**src/hdl/ffsa_pkg.sv**
```systemverilog
// Shared types and constants for the first-fit segment allocator.
// Used by every module in the block; depends on nothing.
package ffsa_pkg;

  localparam logic       OP_ALLOC = 1'b0;
  localparam logic       OP_FREE  = 1'b1;

  localparam logic [1:0] CFG_BASE_ADDRESS = 2'd0;
  localparam logic [1:0] CFG_BUFFER_BYTES = 2'd1;

  localparam logic [15:0] BUFFER_BYTES_RESET = 16'd4096;

  localparam logic [2:0] STATUS_OK             = 3'd0;
  localparam logic [2:0] STATUS_ZERO_SIZE      = 3'd1;
  localparam logic [2:0] STATUS_NO_FIT         = 3'd2;
  localparam logic [2:0] STATUS_NOT_ALLOCATED  = 3'd3;

  typedef struct packed {
    logic        op;
    logic [15:0] request_bytes;
    logic [31:0] release_address;
  } req_t;

  typedef struct packed {
    logic [2:0]  status;
    logic [31:0] granted_address;
    logic [7:0]  allocated_count;
    logic [7:0]  free_count;
  } rsp_t;

  typedef struct packed {
    logic [15:0] offset;
    logic [15:0] length;
  } seg_entry_t;

  typedef enum logic [3:0] {
    ST_INIT,
    ST_IDLE,
    ST_SCAN,
    ST_DECIDE,
    ST_SPLIT,
    ST_TAKE,
    ST_WNEXT,
    ST_WPREV,
    ST_DONE
  } state_t;

  typedef enum logic [1:0] {
    PH_ALLOC,
    PH_HIT,
    PH_NEXT,
    PH_PREV
  } phase_t;

endpackage

```
**src/hdl/ffsa_mem.sv**
```systemverilog
// Descriptor memory holding offset and length of each segment.
// One write port and one registered read port; uses ffsa_pkg.
module ffsa_mem
  import ffsa_pkg::*;
#(
  parameter int DEPTH = 128,
  parameter int AW    = $clog2(DEPTH)
) (
  input  logic          clk,
  input  logic          we,
  input  logic [AW-1:0] waddr,
  input  seg_entry_t    wdata,
  input  logic [AW-1:0] raddr,
  output seg_entry_t    rdata
);

  seg_entry_t mem [DEPTH];

  always_ff @(posedge clk) begin
    if (we) begin
      mem[waddr] <= wdata;
    end
  end

  always_ff @(posedge clk) begin
    rdata <= mem[raddr];
  end

endmodule

```
**config.mk**
```make
export PLATFORM = sky130hd
export DESIGN_NAME = ffsa_mem
export DESIGN_NICKNAME = d
export VERILOG_FILES = /design/src/hdl/ffsa_pkg.sv /design/src/hdl/ffsa_mem.sv
export SDC_FILE = /design/constraint.sdc
export NUM_CORES = 2
export LEC_CHECK = 0
export BUFFER_PORTS_ARGS = -buffer_cell sky130_fd_sc_hd__buf_2
export CORE_UTILIZATION = 55
export DETAILED_ROUTE_END_ITERATION = 10
export PLACE_DENSITY = 0.71
export SYNTH_ARGS = -nofsm -noshare
export SYNTH_HDL_FRONTEND = slang
export SYNTH_SLANG_ARGS = --single-unit
export TNS_END_PERCENT = 100
```
**constraint.sdc**
```tcl
create_clock -name clk -period 4.2 [get_ports clk]
set_input_delay 0.21 -clock clk [delete_from_list [all_inputs] [get_ports clk]]
set_output_delay 0.21 -clock clk [all_outputs]
set_load 0.1 [all_outputs]
```
Yosys cells after proc, flatten, opt, wreduce, memory -nomap -nowiden:

Memories as Yosys holds them, arrays and structs flattened. A register that Yosys moved wholly into a read port is not among the register bits.
Index checks and enable logic that the tools add are counted.

* add/subtract/negate cells: 0
* multiply operators: 0
* div/mod/pow operators: 0
* $lt $le $gt $ge: 0
* eq/ne operators: 0
* shifts and indexed selects: 0
* muxes and demuxes: 2
* bitwise logic cells: 0
* reductions and logical operators: 0

Operators by type and width (count)
* $mux 1: 2

* register bits: 0
* latch bits: 0
* bits in writable memories: 4096
* ROM bits: 0
* input port bits: 48
* output and inout bits: 32
* word-level logic and storage cells: 3
* memories: 1

Memory list
* mem: words 128, bits a word 32, rd ports 1, clocked after memory_dff 1, write ports 1, line ffsa_mem.sv:17 `seg_entry_t mem [DEPTH];`

Depth between registers and ports, before layout:

* depth after elaboration: 2
* gate-level depth with buffers: 8
* mapped depth without buffers: 4

Worst setup path before layout:

No wires, ideal clock.

* kind: input -> register
* from: in we
* to: mem mem[98][0] in the netlist's numbering, enable pin
* setup time: 461 ps
* arrival: 2988 ps
* required time: 3739 ps
* path slack: 751 ps
* stages: 3
* path buffers: 1
* cell sequence: clkbuf_1 nand4_1 nor3_1

* word-level cells in the longest chain between the ends: 2

RTL lines
* from (decl): line ffsa_mem.sv:10 `input logic we,`
* $mux 1: line ffsa_mem.sv:20 `if (we) begin`
* $mux 1 (not written as such): line ffsa_mem.sv:21 `mem[waddr] <= wdata;`
* to (decl): line ffsa_mem.sv:17

No other way between the ends.

==> results_dict.tcl <==
set metrics [dict create \
    status "completed" \
    cpMaxStageDelayCell "mux4_2" \
    ff_latch_area_mm2 0.124 \
    required_ns 4.97 \
    gp_congestion 0.827 \
    drt_iter0_markers 11160 \
    die_w_um 535 \
    core_mm2 0.282 \
    clk_pin_slew_ns 0.06 \
    crit_chain "buf_12 > buf_12 > buf_12 > mux4_2 > mux4_2 > mux4_2 > mux2_2" \
    multi_input_comb_area_mm2 0.0323 \
    n_fill_cell 17856 \
    worstRegToRegCells 4 \
    final.setup.worst_slack_ns 1.52 \
    clockBufferDepth 4 \
    r2r_slack_ns 1.54 \
    synth_cells 5990 \
    hp-start "wdata[27]" \
    skew_ns 0.0471 \
    path_max_fanout 49 \
    numCtsBuffers 392 \
    fin_setup_tns_ns 0 \
    yosys.area_share.simple_pct 0.446 \
    post_cts_buffers 0 \
    clock_latency_ns 0.91 \
    ctsHoldBuffers 24 \
    slew_violations 0 \
    leakage_nw 54.5 \
    first_pass_iters 5 \
    synth_top_family_by_area "multiplexers" \
    grt_max_degree 98 \
    fin_crit_sh_pct 63.7 \
    start_kind "input pin" \
    grt_pass1_wl_um 570000 \
    synth_warnings 0 \
    min_to "mem[80][27]$_DFFE_PP_" \
    synth.area.mux_share_pct 19.6 \
    path_buf_inv 3 \
    drt.antenna.violating_nets 0 \
    grt_pass1_vias 72722 \
    cts.sinks 4128 \
    finalHoldViolations 0 \
    viasPerCell 6.84 \
    synth_xor_area_share_pct 0 \
    ys_seq_area_share_pct 79.1 \
    routed_wl_um 412000 \
    layout.cells.most_common "edfxtp_1" \
    fin_area_mm2 0.177 \
    dp_hpwl_um 228000 \
    fin_util_pct 62.8 \
    vias 72569 \
    place_ws_ns 0.600 \
    cpLargestDelayFamily "multiplexers" \
    area_growth_pct 13.5 \
    portBuffers 79 \
    cts.htree.levels 5 \
    clock-root-buffer "clkbuf_16" \
    rows 195 \
    die-area_mm2 0.286 \
    synth_area_mm2 0.156 \
    power_density_mw_per_mm2 482 \
    r2r_start "mem[77][1]$_DFFE_PP_" \
    cts_resized 0 \
    synthAdderAreaFrac_pct 0 \
    drive_above_1_share_pct 36.2 \
    slowest_delay_ns 0.67 \
    drc 0 \
    slew_headroom_pct 14.0 \
    tightest_slew_ns 1.29 \
    drv_cap 0 \
    final_cell_mix "edfxtp_1 (4096), mux4_2 (1344), clkbuf_16 (403)" \
    min_path_type "input pin to flop" \
    placement.cell_area_mm2 0.164 \
    rsz0062_at_grt "false" \
    holdPathStages 1 \
    fmax_ghz 0.374 \
    setup_violations 0 \
    worstReg2RegEnd "rdata[1]$_DFF_P_" \
    fin_crit_ns 2.68 \
    syn_area_per_cell_um2 26.1 \
    ios 80 \
    nets 6563 \
    worstSetupEndpointType "flop" \
    arrival_ns 3.45 \
    synth_compound_area_share_pct 0 \
    initial_core_util_pct 55.4 \
    antenna_found_initial 45 \
    ys_types 17 \
    ir_drop_v 0.000474 \
    holdWs_ns 0.0279 \
    die_y_um 535 \
    wl_per_cell_um 38.9 \
    grt_overflow 0 \
    critical_path_class "input pin to flop" \
    cts_tree "built" \
    grt_usage_pct 29.1 \
    syn_nets 6038 \
    synth-seq-cells 4128 \
]
state kept, by name, summed over array words and instances (netlist names):
| register | cells |
|---|---|
| rdata | 32 |
| mem | 4096 |
worst register-to-register path, stage by stage (launching register included):
cell and delay (ns):
edfxtp_1 0.37, mux4_2 0.47, mux4_2 0.71, mux4_2 0.69
mux2_2 0.32
power by group:
part           switching, mW  leakage (nW)  internal (mW)  total [mW]
clock                   15.0          6.12           19.9        34.9
combinational           3.12          11.3           1.73        4.85
sequential             0.231          37.1           45.5        45.7
total                   18.3          54.5           67.2        85.5
stage by stage:
step | std cells | power [mW]
floorplan | 5990 | 49.0
global placement | 9840 | 51.3
detailed placement | 9840 | 51.4
CTS | 10578 | 85.8
global route | 10583 | 87.3
finish | 10602 | 85.5
logic make-up after synthesis:
logic type,after synthesis
muxes,1376
and+or+nand+nor,170
DFF,4128
buffers and inverters,316
Yosys cell counts:
master,number,area share [%]
dfxtp_1,32,0.41
mux4_2,1344,19
nor2b_1,7,0.028
buf_6,2,0.014
mux2_2,32,0.23
nand2b_1,2,0.0080
edfxtp_1,4096,79
nor3_1,9,0.029
nand2_1,14,0.034
nand4_1,3,0.012
buf_2,79,0.25
clkbuf_1,182,0.44
or3_1,1,0.0040
nand3_1,12,0.038
buf_4,3,0.014
nor2_1,122,0.29
buf_1,50,0.12
metal layers:
layer  up-vias  global-route usage (%)  share of wire (%)
met4        12                    14.1                5.6
li1      27486                       -                  -
met2      4994                    46.0                 48
met3       842                    5.29                 11
met5         -                       0              0.024
met1     39235                    39.8                 35
worst max path at each step:
stage	startpoint	end	slack, ns	depth (start not counted)
after floorplan	we	mem[98][0]$_DFFE_PP_	0.75	3
after global placement	raddr[0]	rdata[31]$_DFF_P_	0.61	7
after detailed placement	raddr[0]	rdata[31]$_DFF_P_	0.60	7
after CTS	mem[77][1]$_DFFE_PP_	rdata[1]$_DFF_P_	1.53	4
after global routing	raddr[0]	rdata[31]$_DFF_P_	1.48	7
final	raddr[0]	rdata[31]$_DFF_P_	1.52	7
final cells by class:
cell class / instances / area share [%]
sequential: 4128 / 69.7
multi-input combinational: 1546 / 18.2
clock buffer: 513 / 6.00
tap: 3743 / 2.64
timing repair buffer: 447 / 2.30
clock inverter: 201 / 1.09
antenna: 24 / 0.0339
Note: power is estimated with default switching activity, not from simulation.
