--- src/hdl/ffsa_pkg.sv ---
// Shared types and constants for the first-fit segment allocator.
// Used by every module in the block; depends on nothing.
package ffsa_pkg;

  localparam logic       OP_ALLOC = 1'b0;
  localparam logic       OP_FREE  = 1'b1;

  localparam logic [1:0] CFG_BASE_ADDRESS = 2'd0;
  localparam logic [1:0] CFG_BUFFER_BYTES = 2'd1;

  localparam logic [15:0] BUFFER_BYTES_RESET = 16'd4096;

  localparam logic [2:0] STATUS_OK             = 3'd0;
  localparam logic [2:0] STATUS_ZERO_SIZE      = 3'd1;
  localparam logic [2:0] STATUS_NO_FIT         = 3'd2;
  localparam logic [2:0] STATUS_NOT_ALLOCATED  = 3'd3;

  typedef struct packed {
    logic        op;
    logic [15:0] request_bytes;
    logic [31:0] release_address;
  } req_t;

  typedef struct packed {
    logic [2:0]  status;
    logic [31:0] granted_address;
    logic [7:0]  allocated_count;
    logic [7:0]  free_count;
  } rsp_t;

  typedef struct packed {
    logic [15:0] offset;
    logic [15:0] length;
  } seg_entry_t;

  typedef enum logic [3:0] {
    ST_INIT,
    ST_IDLE,
    ST_SCAN,
    ST_DECIDE,
    ST_SPLIT,
    ST_TAKE,
    ST_WNEXT,
    ST_WPREV,
    ST_DONE
  } state_t;

  typedef enum logic [1:0] {
    PH_ALLOC,
    PH_HIT,
    PH_NEXT,
    PH_PREV
  } phase_t;

endpackage

--- src/hdl/ffsa_ctrl.sv ---
// Sequencer, flag vectors and the shared scan compare of the allocator.
// Drives the descriptor memory; uses ffsa_pkg.
module ffsa_ctrl
  import ffsa_pkg::*;
#(
  parameter int DESCRIPTORS = 128,
  parameter int AW          = $clog2(DESCRIPTORS)
) (
  input  logic          clk,
  input  logic          rst,
  input  logic          cfg_we,
  input  logic [1:0]    cfg_index,
  input  logic [31:0]   cfg_data,
  input  logic          in_valid,
  output logic          in_ready,
  input  req_t          in_data,
  output logic          res_valid,
  input  logic          res_ready,
  output rsp_t          res_data,
  output logic          mem_we,
  output logic [AW-1:0] mem_waddr,
  output seg_entry_t    mem_wdata,
  output logic [AW-1:0] mem_raddr,
  input  seg_entry_t    mem_rdata
);

  localparam logic [AW:0] CNT_END = (AW + 1)'(DESCRIPTORS);

  state_t                 state, state_next;
  phase_t                 phase;
  logic [AW:0]            cnt;
  logic [31:0]            base_address;
  logic [15:0]            buffer_bytes;
  logic [DESCRIPTORS-1:0] seg_valid;
  logic [DESCRIPTORS-1:0] seg_taken;
  logic [7:0]             taken_total;
  logic [7:0]             open_total;
  req_t                   req;
  logic                   found;
  logic [AW-1:0]          found_idx;
  logic [15:0]            found_off;
  logic [15:0]            found_len;
  logic                   spare_found;
  logic [AW-1:0]          spare_idx;
  logic [AW-1:0]          hit_idx;
  logic [15:0]            hit_off;
  logic [15:0]            hit_len;
  logic [2:0]             status;
  logic [31:0]            grant;

  logic [AW-1:0]          e_idx;
  logic                   eval;
  logic                   ev;
  logic                   et;
  logic [16:0]            seg_end;
  logic [16:0]            hit_end;
  logic                   match;
  logic                   spare_match;
  logic                   cfg_bytes;

  assign cfg_bytes = cfg_we && (cfg_index == CFG_BUFFER_BYTES);

  assign e_idx   = AW'(cnt - 1'b1);
  assign eval    = (state == ST_SCAN) && (cnt != '0);
  assign ev      = seg_valid[e_idx];
  assign et      = seg_taken[e_idx];
  assign seg_end = {1'b0, mem_rdata.offset} + {1'b0, mem_rdata.length};
  assign hit_end = {1'b0, hit_off} + {1'b0, hit_len};

  always_comb begin
    match = 1'b0;
    case (phase)
      PH_ALLOC: begin
        match = ev && !et && (mem_rdata.length >= req.request_bytes) &&
                (!found || (mem_rdata.offset < found_off));
      end
      PH_HIT: begin
        match = !found && ev && et &&
                ((base_address + {16'b0, mem_rdata.offset}) == req.release_address);
      end
      PH_NEXT: begin
        match = !found && (e_idx != hit_idx) && ev && !et &&
                ({1'b0, mem_rdata.offset} == hit_end);
      end
      PH_PREV: begin
        match = !found && (e_idx != hit_idx) && ev && !et &&
                (seg_end == {1'b0, hit_off});
      end
      default: match = 1'b0;
    endcase
    match       = match && eval;
    spare_match = eval && (phase == PH_ALLOC) && !ev && !spare_found;
  end

  always_ff @(posedge clk) begin
    if (rst) begin
      state <= ST_INIT;
    end else begin
      state <= state_next;
    end
  end

  always_comb begin
    state_next = state;
    in_ready   = 1'b0;
    res_valid  = 1'b0;
    mem_we     = 1'b0;
    mem_waddr  = '0;
    mem_wdata  = '0;
    case (state)
      ST_INIT: begin
        mem_we     = 1'b1;
        mem_wdata  = '{offset: 16'd0, length: buffer_bytes};
        state_next = ST_IDLE;
      end
      ST_IDLE: begin
        in_ready = 1'b1;
        if (in_valid) begin
          if (in_data.op == OP_FREE) begin
            state_next = ST_SCAN;
          end else if (in_data.request_bytes == 16'd0) begin
            state_next = ST_DONE;
          end else begin
            state_next = ST_SCAN;
          end
        end
      end
      ST_SCAN: begin
        if (cnt == CNT_END) begin
          state_next = ST_DECIDE;
        end
      end
      ST_DECIDE: begin
        case (phase)
          PH_ALLOC: begin
            if (!found) begin
              state_next = ST_DONE;
            end else if ((found_len > req.request_bytes) && spare_found) begin
              state_next = ST_SPLIT;
            end else begin
              state_next = ST_TAKE;
            end
          end
          PH_HIT:  state_next = found ? ST_SCAN : ST_DONE;
          PH_NEXT: state_next = found ? ST_WNEXT : ST_SCAN;
          PH_PREV: state_next = found ? ST_WPREV : ST_DONE;
          default: state_next = ST_DONE;
        endcase
      end
      ST_SPLIT: begin
        mem_we     = 1'b1;
        mem_waddr  = spare_idx;
        mem_wdata  = '{offset: found_off + req.request_bytes,
                       length: found_len - req.request_bytes};
        state_next = ST_TAKE;
      end
      ST_TAKE: begin
        mem_we     = 1'b1;
        mem_waddr  = found_idx;
        mem_wdata  = '{offset: found_off, length: req.request_bytes};
        state_next = ST_DONE;
      end
      ST_WNEXT: begin
        mem_we     = 1'b1;
        mem_waddr  = hit_idx;
        mem_wdata  = '{offset: hit_off, length: hit_len};
        state_next = ST_SCAN;
      end
      ST_WPREV: begin
        mem_we     = 1'b1;
        mem_waddr  = found_idx;
        mem_wdata  = '{offset: found_off, length: found_len + hit_len};
        state_next = ST_DONE;
      end
      ST_DONE: begin
        res_valid = 1'b1;
        if (res_ready) begin
          state_next = ST_IDLE;
        end
      end
      default: state_next = ST_INIT;
    endcase
    if (cfg_bytes) begin
      mem_we    = 1'b1;
      mem_waddr = '0;
      mem_wdata = '{offset: 16'd0, length: cfg_data[15:0]};
    end
  end

  assign mem_raddr = cnt[AW-1:0];

  assign res_data = '{status: status, granted_address: grant,
                      allocated_count: taken_total, free_count: open_total};

  always_ff @(posedge clk) begin
    if (rst) begin
      base_address <= 32'd0;
      buffer_bytes <= BUFFER_BYTES_RESET;
      seg_valid    <= DESCRIPTORS'(1);
      seg_taken    <= '0;
      taken_total  <= 8'd0;
      open_total   <= 8'd1;
      cnt          <= '0;
      phase        <= PH_ALLOC;
      found        <= 1'b0;
      spare_found  <= 1'b0;
    end else begin
      case (state)
        ST_IDLE: begin
          if (in_valid) begin
            req         <= in_data;
            grant       <= 32'd0;
            cnt         <= '0;
            found       <= 1'b0;
            spare_found <= 1'b0;
            phase       <= (in_data.op == OP_FREE) ? PH_HIT : PH_ALLOC;
            status      <= ((in_data.op == OP_ALLOC) && (in_data.request_bytes == 16'd0)) ?
                           STATUS_ZERO_SIZE : STATUS_OK;
          end
        end
        ST_SCAN: begin
          cnt <= cnt + 1'b1;
          if (match) begin
            found     <= 1'b1;
            found_idx <= e_idx;
            found_off <= mem_rdata.offset;
            found_len <= mem_rdata.length;
          end
          if (spare_match) begin
            spare_found <= 1'b1;
            spare_idx   <= e_idx;
          end
        end
        ST_DECIDE: begin
          case (phase)
            PH_ALLOC: begin
              if (!found) begin
                status <= STATUS_NO_FIT;
              end
            end
            PH_HIT: begin
              if (!found) begin
                status <= STATUS_NOT_ALLOCATED;
              end else begin
                hit_idx              <= found_idx;
                hit_off              <= found_off;
                hit_len              <= found_len;
                seg_taken[found_idx] <= 1'b0;
                taken_total          <= taken_total - 8'd1;
                open_total           <= open_total + 8'd1;
                phase                <= PH_NEXT;
                cnt                  <= '0;
                found                <= 1'b0;
              end
            end
            PH_NEXT: begin
              if (found) begin
                hit_len              <= hit_len + found_len;
                seg_valid[found_idx] <= 1'b0;
                open_total           <= open_total - 8'd1;
              end else begin
                phase <= PH_PREV;
                cnt   <= '0;
                found <= 1'b0;
              end
            end
            PH_PREV: begin
              if (found) begin
                seg_valid[hit_idx] <= 1'b0;
                open_total         <= open_total - 8'd1;
              end
            end
            default: status <= STATUS_OK;
          endcase
        end
        ST_SPLIT: begin
          seg_valid[spare_idx] <= 1'b1;
          seg_taken[spare_idx] <= 1'b0;
          open_total           <= open_total + 8'd1;
        end
        ST_TAKE: begin
          seg_taken[found_idx] <= 1'b1;
          open_total           <= open_total - 8'd1;
          taken_total          <= taken_total + 8'd1;
          grant                <= base_address + {16'b0, found_off};
        end
        ST_WNEXT: begin
          phase <= PH_PREV;
          cnt   <= '0;
          found <= 1'b0;
        end
        default: cnt <= cnt;
      endcase
      if (cfg_we && (cfg_index == CFG_BASE_ADDRESS)) begin
        base_address <= cfg_data;
      end
      if (cfg_bytes) begin
        buffer_bytes <= cfg_data[15:0];
        seg_valid    <= (cfg_data[15:0] != 16'd0) ? DESCRIPTORS'(1) : '0;
        seg_taken    <= '0;
        taken_total  <= 8'd0;
        open_total   <= (cfg_data[15:0] != 16'd0) ? 8'd1 : 8'd0;
      end
    end
  end

  a_accept_leaves_idle: assert property (@(posedge clk) disable iff (rst)
    (in_valid && in_ready) |=> (state != ST_IDLE))
    else $error("accepted beat did not start work");

  a_scan_bound: assert property (@(posedge clk) disable iff (rst)
    (state == ST_SCAN) |-> (cnt <= CNT_END))
    else $error("scan counter ran past the table");

  a_fit_large_enough: assert property (@(posedge clk) disable iff (rst)
    ((state == ST_DECIDE) && (phase == PH_ALLOC) && found) |->
      (found_len >= req.request_bytes))
    else $error("chosen segment is smaller than the request");

  a_take_counts: assert property (@(posedge clk) disable iff (rst)
    (state == ST_TAKE) |=> (taken_total == $past(taken_total) + 8'd1))
    else $error("allocated count not advanced on grant");

endmodule
--- config.mk ---
export PLATFORM = sky130hd
export DESIGN_NAME = ffsa_ctrl
export DESIGN_NICKNAME = d
export VERILOG_FILES = /design/src/hdl/ffsa_pkg.sv /design/src/hdl/ffsa_ctrl.sv
export SDC_FILE = /design/constraint.sdc
export NUM_CORES = 2
export LEC_CHECK = 0
export BUFFER_PORTS_ARGS = -buffer_cell sky130_fd_sc_hd__buf_2
export CAP_MARGIN = 25
export CORE_ASPECT_RATIO = 1.4
export CORE_MARGIN = 5
export CORE_UTILIZATION = 25
export DETAILED_ROUTE_END_ITERATION = 7
export GPL_TIMING_DRIVEN = 0
export PLACE_DENSITY_LB_ADDON = 0.1
export SKIP_LAST_GASP = 1
export SYNTH_ARGS = -nofsm -noshare
export SYNTH_HDL_FRONTEND = slang
export SYNTH_SLANG_ARGS = --single-unit
--- constraint.sdc ---
create_clock -name clk -period 8.46 [get_ports clk]
set_input_delay 2.115 -clock clk [delete_from_list [all_inputs] [get_ports clk]]
set_output_delay 2.115 -clock clk [all_outputs]
set_load 0.02 [all_outputs]
* After elaboration in Yosys (flattened, before gate mapping)
Cells that the tools add are included.
** Word-level totals
- Register bits after elaboration :: 504
- Input bits :: 120
- Latch bits :: 0
- Bits in writable memories :: 0
- Bits in read-only memories :: 0
- Memories kept :: 0
** Cells by class
- Reductions and logical operators :: 64
- Shift operators :: 0
- Muxes and demuxes :: 78
- Bitwise gates (word level) :: 11
- $add $sub $neg :: 13
- Equality and inequality tests :: 38
- $mul :: 0
- Divide/modulo/power cells :: 0
- Magnitude comparators :: 10
** Operators with widths (count)
- 128-bit two-way mux :: 5
- 128-bit bitwise AND :: 4
- 128-bit one-hot mux with 2 select lines :: 2
- 128-bit NOT :: 3
- 128-bit one-hot mux with 3 select lines :: 1
- 128-bit OR :: 2
- 32-bit one-hot mux with 5 select lines :: 1
- 32-bit by 16-bit adder with 32-bit output :: 2
- 32-bit two-way mux :: 2
- 8-bit two-way mux :: 8
- 32-bit one-hot mux with 2 select lines :: 1
- 8-bit one-hot mux with 2 select lines :: 3
- 16-bit by 16-bit adder with 17-bit output :: 2
- 16-bit adder :: 2
- 32-bit equality test :: 1
- 7-bit by 8-bit < comparator with 1-bit output (second input constant) :: 4
- 16-bit two-way mux :: 2
- 4-bit two-way mux :: 8
- 16-bit one-hot mux with 2 select lines :: 1
- 4-bit one-hot mux with 8 select lines :: 1
- 8-bit one-hot mux with 4 select lines :: 1
- 8-bit by 1-bit adder with 8-bit output (second input constant) :: 3
- 8-bit one-hot mux with 3 select lines :: 1
- 3-bit AND reduction :: 8
- 54 further kinds :: 146

* Depth between registers and ports, before layout
- Depth in word-level cells :: 11
- Depth in mapped cells :: 17
- Mapped depth without buffers :: 15

* Worst setup path after synthesis
Ideal clock, no wire load.
- Path type :: input to register
- Start :: input mem_rdata[16] (netlist bit)
- End :: register found_idx[0], enable pin
- Stages on the path :: 13
- Data required time :: 8.012 ns
- Slack :: 1.243 ns
- Arrival :: 6.769 ns
- Path buffers :: 0
- Cell sequence :: ha_1 fa_1 a211oi_1 o21bai_1 o31ai_1 o41ai_1 o31ai_1 o311ai_0 o31ai_1 nand4_1 nor3_1 nand4_1 a21oi_1
** Between the ends
- Longest elaborated chain between the ends :: 6
- Elaborated cells on any way between the ends :: 14
- Those cells by class :: 2 x add/sub; 1 x order compare; 3 x eq/ne; 1 x mux; 7 x reduce/logical
** RTL lines
- start, declared :: RTL line ffsa_ctrl.sv:24 : input seg_entry_t mem_rdata
- 32-bit by 16-bit adder with 32-bit output, or another cell as far along :: RTL line ffsa_ctrl.sv:79 : ((base_address + {16'b0, mem_rdata.offset}) == req.release_address);
- 32-bit equality test, or another cell as far along :: RTL line ffsa_ctrl.sv:79
- 1-bit logical AND, on equally long branches :: RTL line ffsa_ctrl.sv:78, ffsa_ctrl.sv:74, ffsa_ctrl.sv:86
- 1-bit one-hot mux with 4 select lines * :: RTL line ffsa_ctrl.sv:72 : case (phase)
- 1-bit logical AND * :: RTL line ffsa_ctrl.sv:91 : match = match && eval;
- 3-bit AND reduction (no source line) *
- end signal, assigned :: RTL line ffsa_ctrl.sv:225 : found_idx <= e_idx;
- end, declared :: RTL line ffsa_ctrl.sv:40 : logic [AW-1:0] found_idx;
Mark *: on every way between the ends. The rest lies on a longest branch, timed or not.
A chain may end at the register's enable or synchronous reset.

==> out/metrics.cfg <==
[min_path]
min-delay-start = found_idx[1]
hold_path_class = reg2reg
min_to = hit_idx[1]
hold_depth = 0

[drt]
ant_nets = 0
drt-initial-drc-count = 2885
vias = 32900
wl_um = 170000
wl_per_cell_um = 28.2
drtPass1Iterations = 7
vias_per_cell = 5.47
drc = 0

[synthesis]
netlist_area_mm2 = 0.0327
synth-edff-count = 167
synth-seq-cells = 503
synth-warning-count = 0
synthCells = 3915
dominantRegCellSynth = dfxtp_1
synthTopCellsByArea = dfxtp_1 (21%), edfxtp_1 (15%), a21oi_1 (8.4%)
synth_nets = 4195
synth.avg_cell_area_um2 = 8.35
synth_top_area_share_pct = 20.6
synth-seq-area-share_pct = 35.9
yosysUniqueCellTypes = 81
ys_async_sr_fraction_pct = 0
synth_area_leader_cell = dfxtp_1

[critical_path]
cp_common_cell = clkbuf_1
critPathMaxFanout = 10
arrival_ns = 5.39
crit_family = buffers and inverters
r2r_end = found_len[14]
worst_setup_path_start_kind = primary input
critPathSlowestCell = clkbuf_1
cp_data_required_time_ns = 6.35
endpoint_kind = output port
path_class = in2out
cp_num_buf_inv = 5
r2r_slack_ns = 1.20
critical-path-max-stage-delay_ns = 0.84
worstRegToRegCells = 19
regToRegStartpoint = cnt[0]
crit_chain = buf_2, and3b_1, clkbuf_1, clkbuf_1, clkbuf_1, nand2_1, a32oi_1, buf_2

[placed_design]
post-place-ws_ns = 1.06
dp.cells = 5913
gp_congestion = 0.923
post_dp_cell_area_mm2 = 0.0364
dp_hpwl_um = 134000
io_buffer_count = 217

[timing]
slew_violations = 0
holdWs_ns = 0.458
period_minus_slack_ns = 7.50
finalHoldViolCount = 0
finalSetupTns_ns = 0
max_freq_ghz = 0.133
rsz0062_at_grt = no
setup_viol = 0
slew_headroom_pct = 21.4
worst_pin_slew_ns = 1.17
worst_slack_ns = 0.959
clock_skew_ns = 0.0361
finalCritPeriodShare_pct = 88.7

[floorplan]
die-area_mm2 = 0.138
fp.dieW_um = 316
die_h_um = 438
start_util_pct = 25.1
ios = 220
coreArea_mm2 = 0.130
rows = 157

[power_and_ir_drop]
power_density_mw_per_mm2 = 179
p_leak_nw = 12.8
finalPower_mw = 6.86
ir_drop_uv = 167

[finish]
nFillCells = 14200
post-route-cell-area_mm2 = 0.0383
area_growth_pct = 17.2
final_cells = 6025
finalNetCount = 4507
fin_util_pct = 29.4
drive_gt1_share_pct = 11.7

[clock_network]
cts_tree = done
clock_latency_ns = 0.70
post_cts_resize_count = 0
cts.clk_slew.worst_paths_ns = 0.06
clockBufferDepth = 3
htree_levels = 2
hold_buffers = 0
cts_setup_buffers = 0
cts_sinks = 503
cts-root-buf = clkbuf_16
cts_inserted_buffers = 58

[grt]
grt_max_degree = 25
gr-usage-all-layers_pct = 23.5
grt_pass1_wl_um = 238000
grt_remaining_overflow = 0
antenna_found_initial = 6
grt_pass1_vias = 33100

[status]
status = complete, no violations

[job]
maxCapViolCount = 0

-- metal layers --
metal | GRT usage (%) | wire, um | up-vias
met4 | 12.6 | 11100 | 4
met3 | 2.56 | 7310 | 410
li1 | - | - | 15200
met5 | 0 | 20 | -
met2 | 44.6 | 89400 | 1252
met1 | 25.4 | 62100 | 16100
-- how the worst max path moves through the flow --
stage / from / end / slack (ns) / depth (start not counted)
5_1_grt: cnt[0] / found_len[14] / 0.93 / 19
6_report: cfg_index[1] / mem_wdata[13] / 0.96 / 8
4_1_cts: cfg_index[1] / mem_wdata[13] / 1.05 / 8
3_5_place_dp: cfg_index[1] / mem_wdata[13] / 1.06 / 8
2_1_floorplan: mem_rdata[16] / found_idx[0] / 1.24 / 13
3_3_place_gp: cnt[0] / found_len[14] / -2.98 / 14
-- where the power goes --
part	internal, mW	switching, mW	leakage [nW]	total, mW
Combinational	0.486	1.12	7.71	1.61
Clock	1.46	1.18	0.933	2.64
Sequential	2.57	0.0463	4.20	2.62
Total	4.51	2.35	12.8	6.86
-- worst register-to-register path, stage by stage (launching register included) --
cell and delay (ns):
dfxtp_1 0.39, buf_6 0.20, buf_2 0.47, buf_2 0.55
inv_1 0.29, ha_1 0.58, buf_2 0.43, clkbuf_1 0.82
mux4_2 0.49, mux2_2 0.18, o22ai_1 0.08, nor4_1 0.40
nor4_2 0.24, nor4b_1 0.30, nand4_1 0.15, nor3_1 0.15
nand4_1 0.25, a21oi_4 0.52, buf_16 0.23, buf_12 0.19
-- flip-flops by register name, indices dropped and copies added, names as in the netlist, 7 cells and up --
| register | cells |
|---|---|
| found_len | 16 |
| spare_idx | 7 |
| seg_valid | 128 |
| cnt | 8 |
| seg_taken | 128 |
| base_address | 32 |
| hit_off | 16 |
| taken_total | 8 |
| grant | 32 |
| open_total | 8 |
| hit_idx | 7 |
| found_idx | 7 |
| found_off | 16 |
| hit_len | 16 |
| req | 48 |
| buffer_bytes | 16 |
-- placed cells by master, fill, tap and decap left out, types with 21 or more instances in the layout --
| cell | instances |
|---|---|
| nor2b_1 | 30 |
| mux4_2 | 64 |
| a21oi_1 | 545 |
| o221ai_1 | 79 |
| nor4_1 | 21 |
| nand2_1 | 345 |
| a21o_1 | 43 |
| o31ai_1 | 26 |
| edfxtp_1 | 167 |
| a211oi_1 | 46 |
| nand4_1 | 38 |
| clkbuf_1 | 278 |
| a22oi_1 | 35 |
| mux2_2 | 35 |
| inv_1 | 71 |
| o22ai_1 | 114 |
| nand2b_1 | 48 |
| buf_4 | 22 |
| xor2_1 | 68 |
| xnor2_1 | 121 |
| buf_2 | 237 |
| dfxtp_1 | 336 |
| o211ai_1 | 52 |
| ha_1 | 152 |
| nor3_1 | 173 |
| nor2_1 | 413 |
| clkbuf_16 | 58 |
| o21ai_0 | 234 |
| nand3_1 | 69 |
-- layout make-up --
| cell class | instances | area (um2) | share of cell area (%) |
|---|---|---|---|
| Antenna cell | 2 | 5.00 | 0.0131 |
| Buffer | 313 | 1250 | 3.25 |
| Clock buffer | 82 | 1660 | 4.34 |
| Clock inverter | 25 | 228 | 0.594 |
| Inverter | 72 | 270 | 0.705 |
| Multi-Input combinational cell | 3027 | 19500 | 50.9 |
| Sequential cell | 503 | 11700 | 30.6 |
| Tap cell | 1749 | 2190 | 5.71 |
| Timing Repair Buffer | 252 | 1450 | 3.79 |
-- Yosys cell counts (14+ instances only) --
library cell,instances
nand2_1,345
ha_1,152
o211ai_1,52
nor2b_1,30
and2_1,14
o21bai_1,18
nand2b_1,48
buf_2,14
mux4_2,64
inv_1,71
o31ai_1,26
xnor2_1,121
a211oi_1,46
o22ai_1,114
nor4_1,25
xor2_1,68
a21o_1,43
dfxtp_1,336
mux2_2,35
a21oi_1,546
nor2_1,414
o221ai_1,79
buf_1,20
a222oi_1,18
and3_1,20
a22oi_1,35
nand3_1,69
nand4_1,38
edfxtp_1,167
a31oi_1,15
o21ai_0,234
nor3_1,176
clkbuf_1,267
or3_1,20
mux2i_1,17
-- cell families (layout without fill, tap and decap cells) --
group	after synthesis	after routing	synth area share [%]
buffers and inverters	385	744	4.63
AO/OA/AOI/OAI	1321	1321	24.7
adder cells (fa/ha/maj)	160	160	6.31
AND/OR/NAND/NOR	1239	1239	17.2
multiplexers	116	116	6.13
flip-flops	503	503	35.9
other	1	3	0.0115
XOR/XNOR	190	190	5.11
Note: power is estimated with default switching activity, not from simulation.
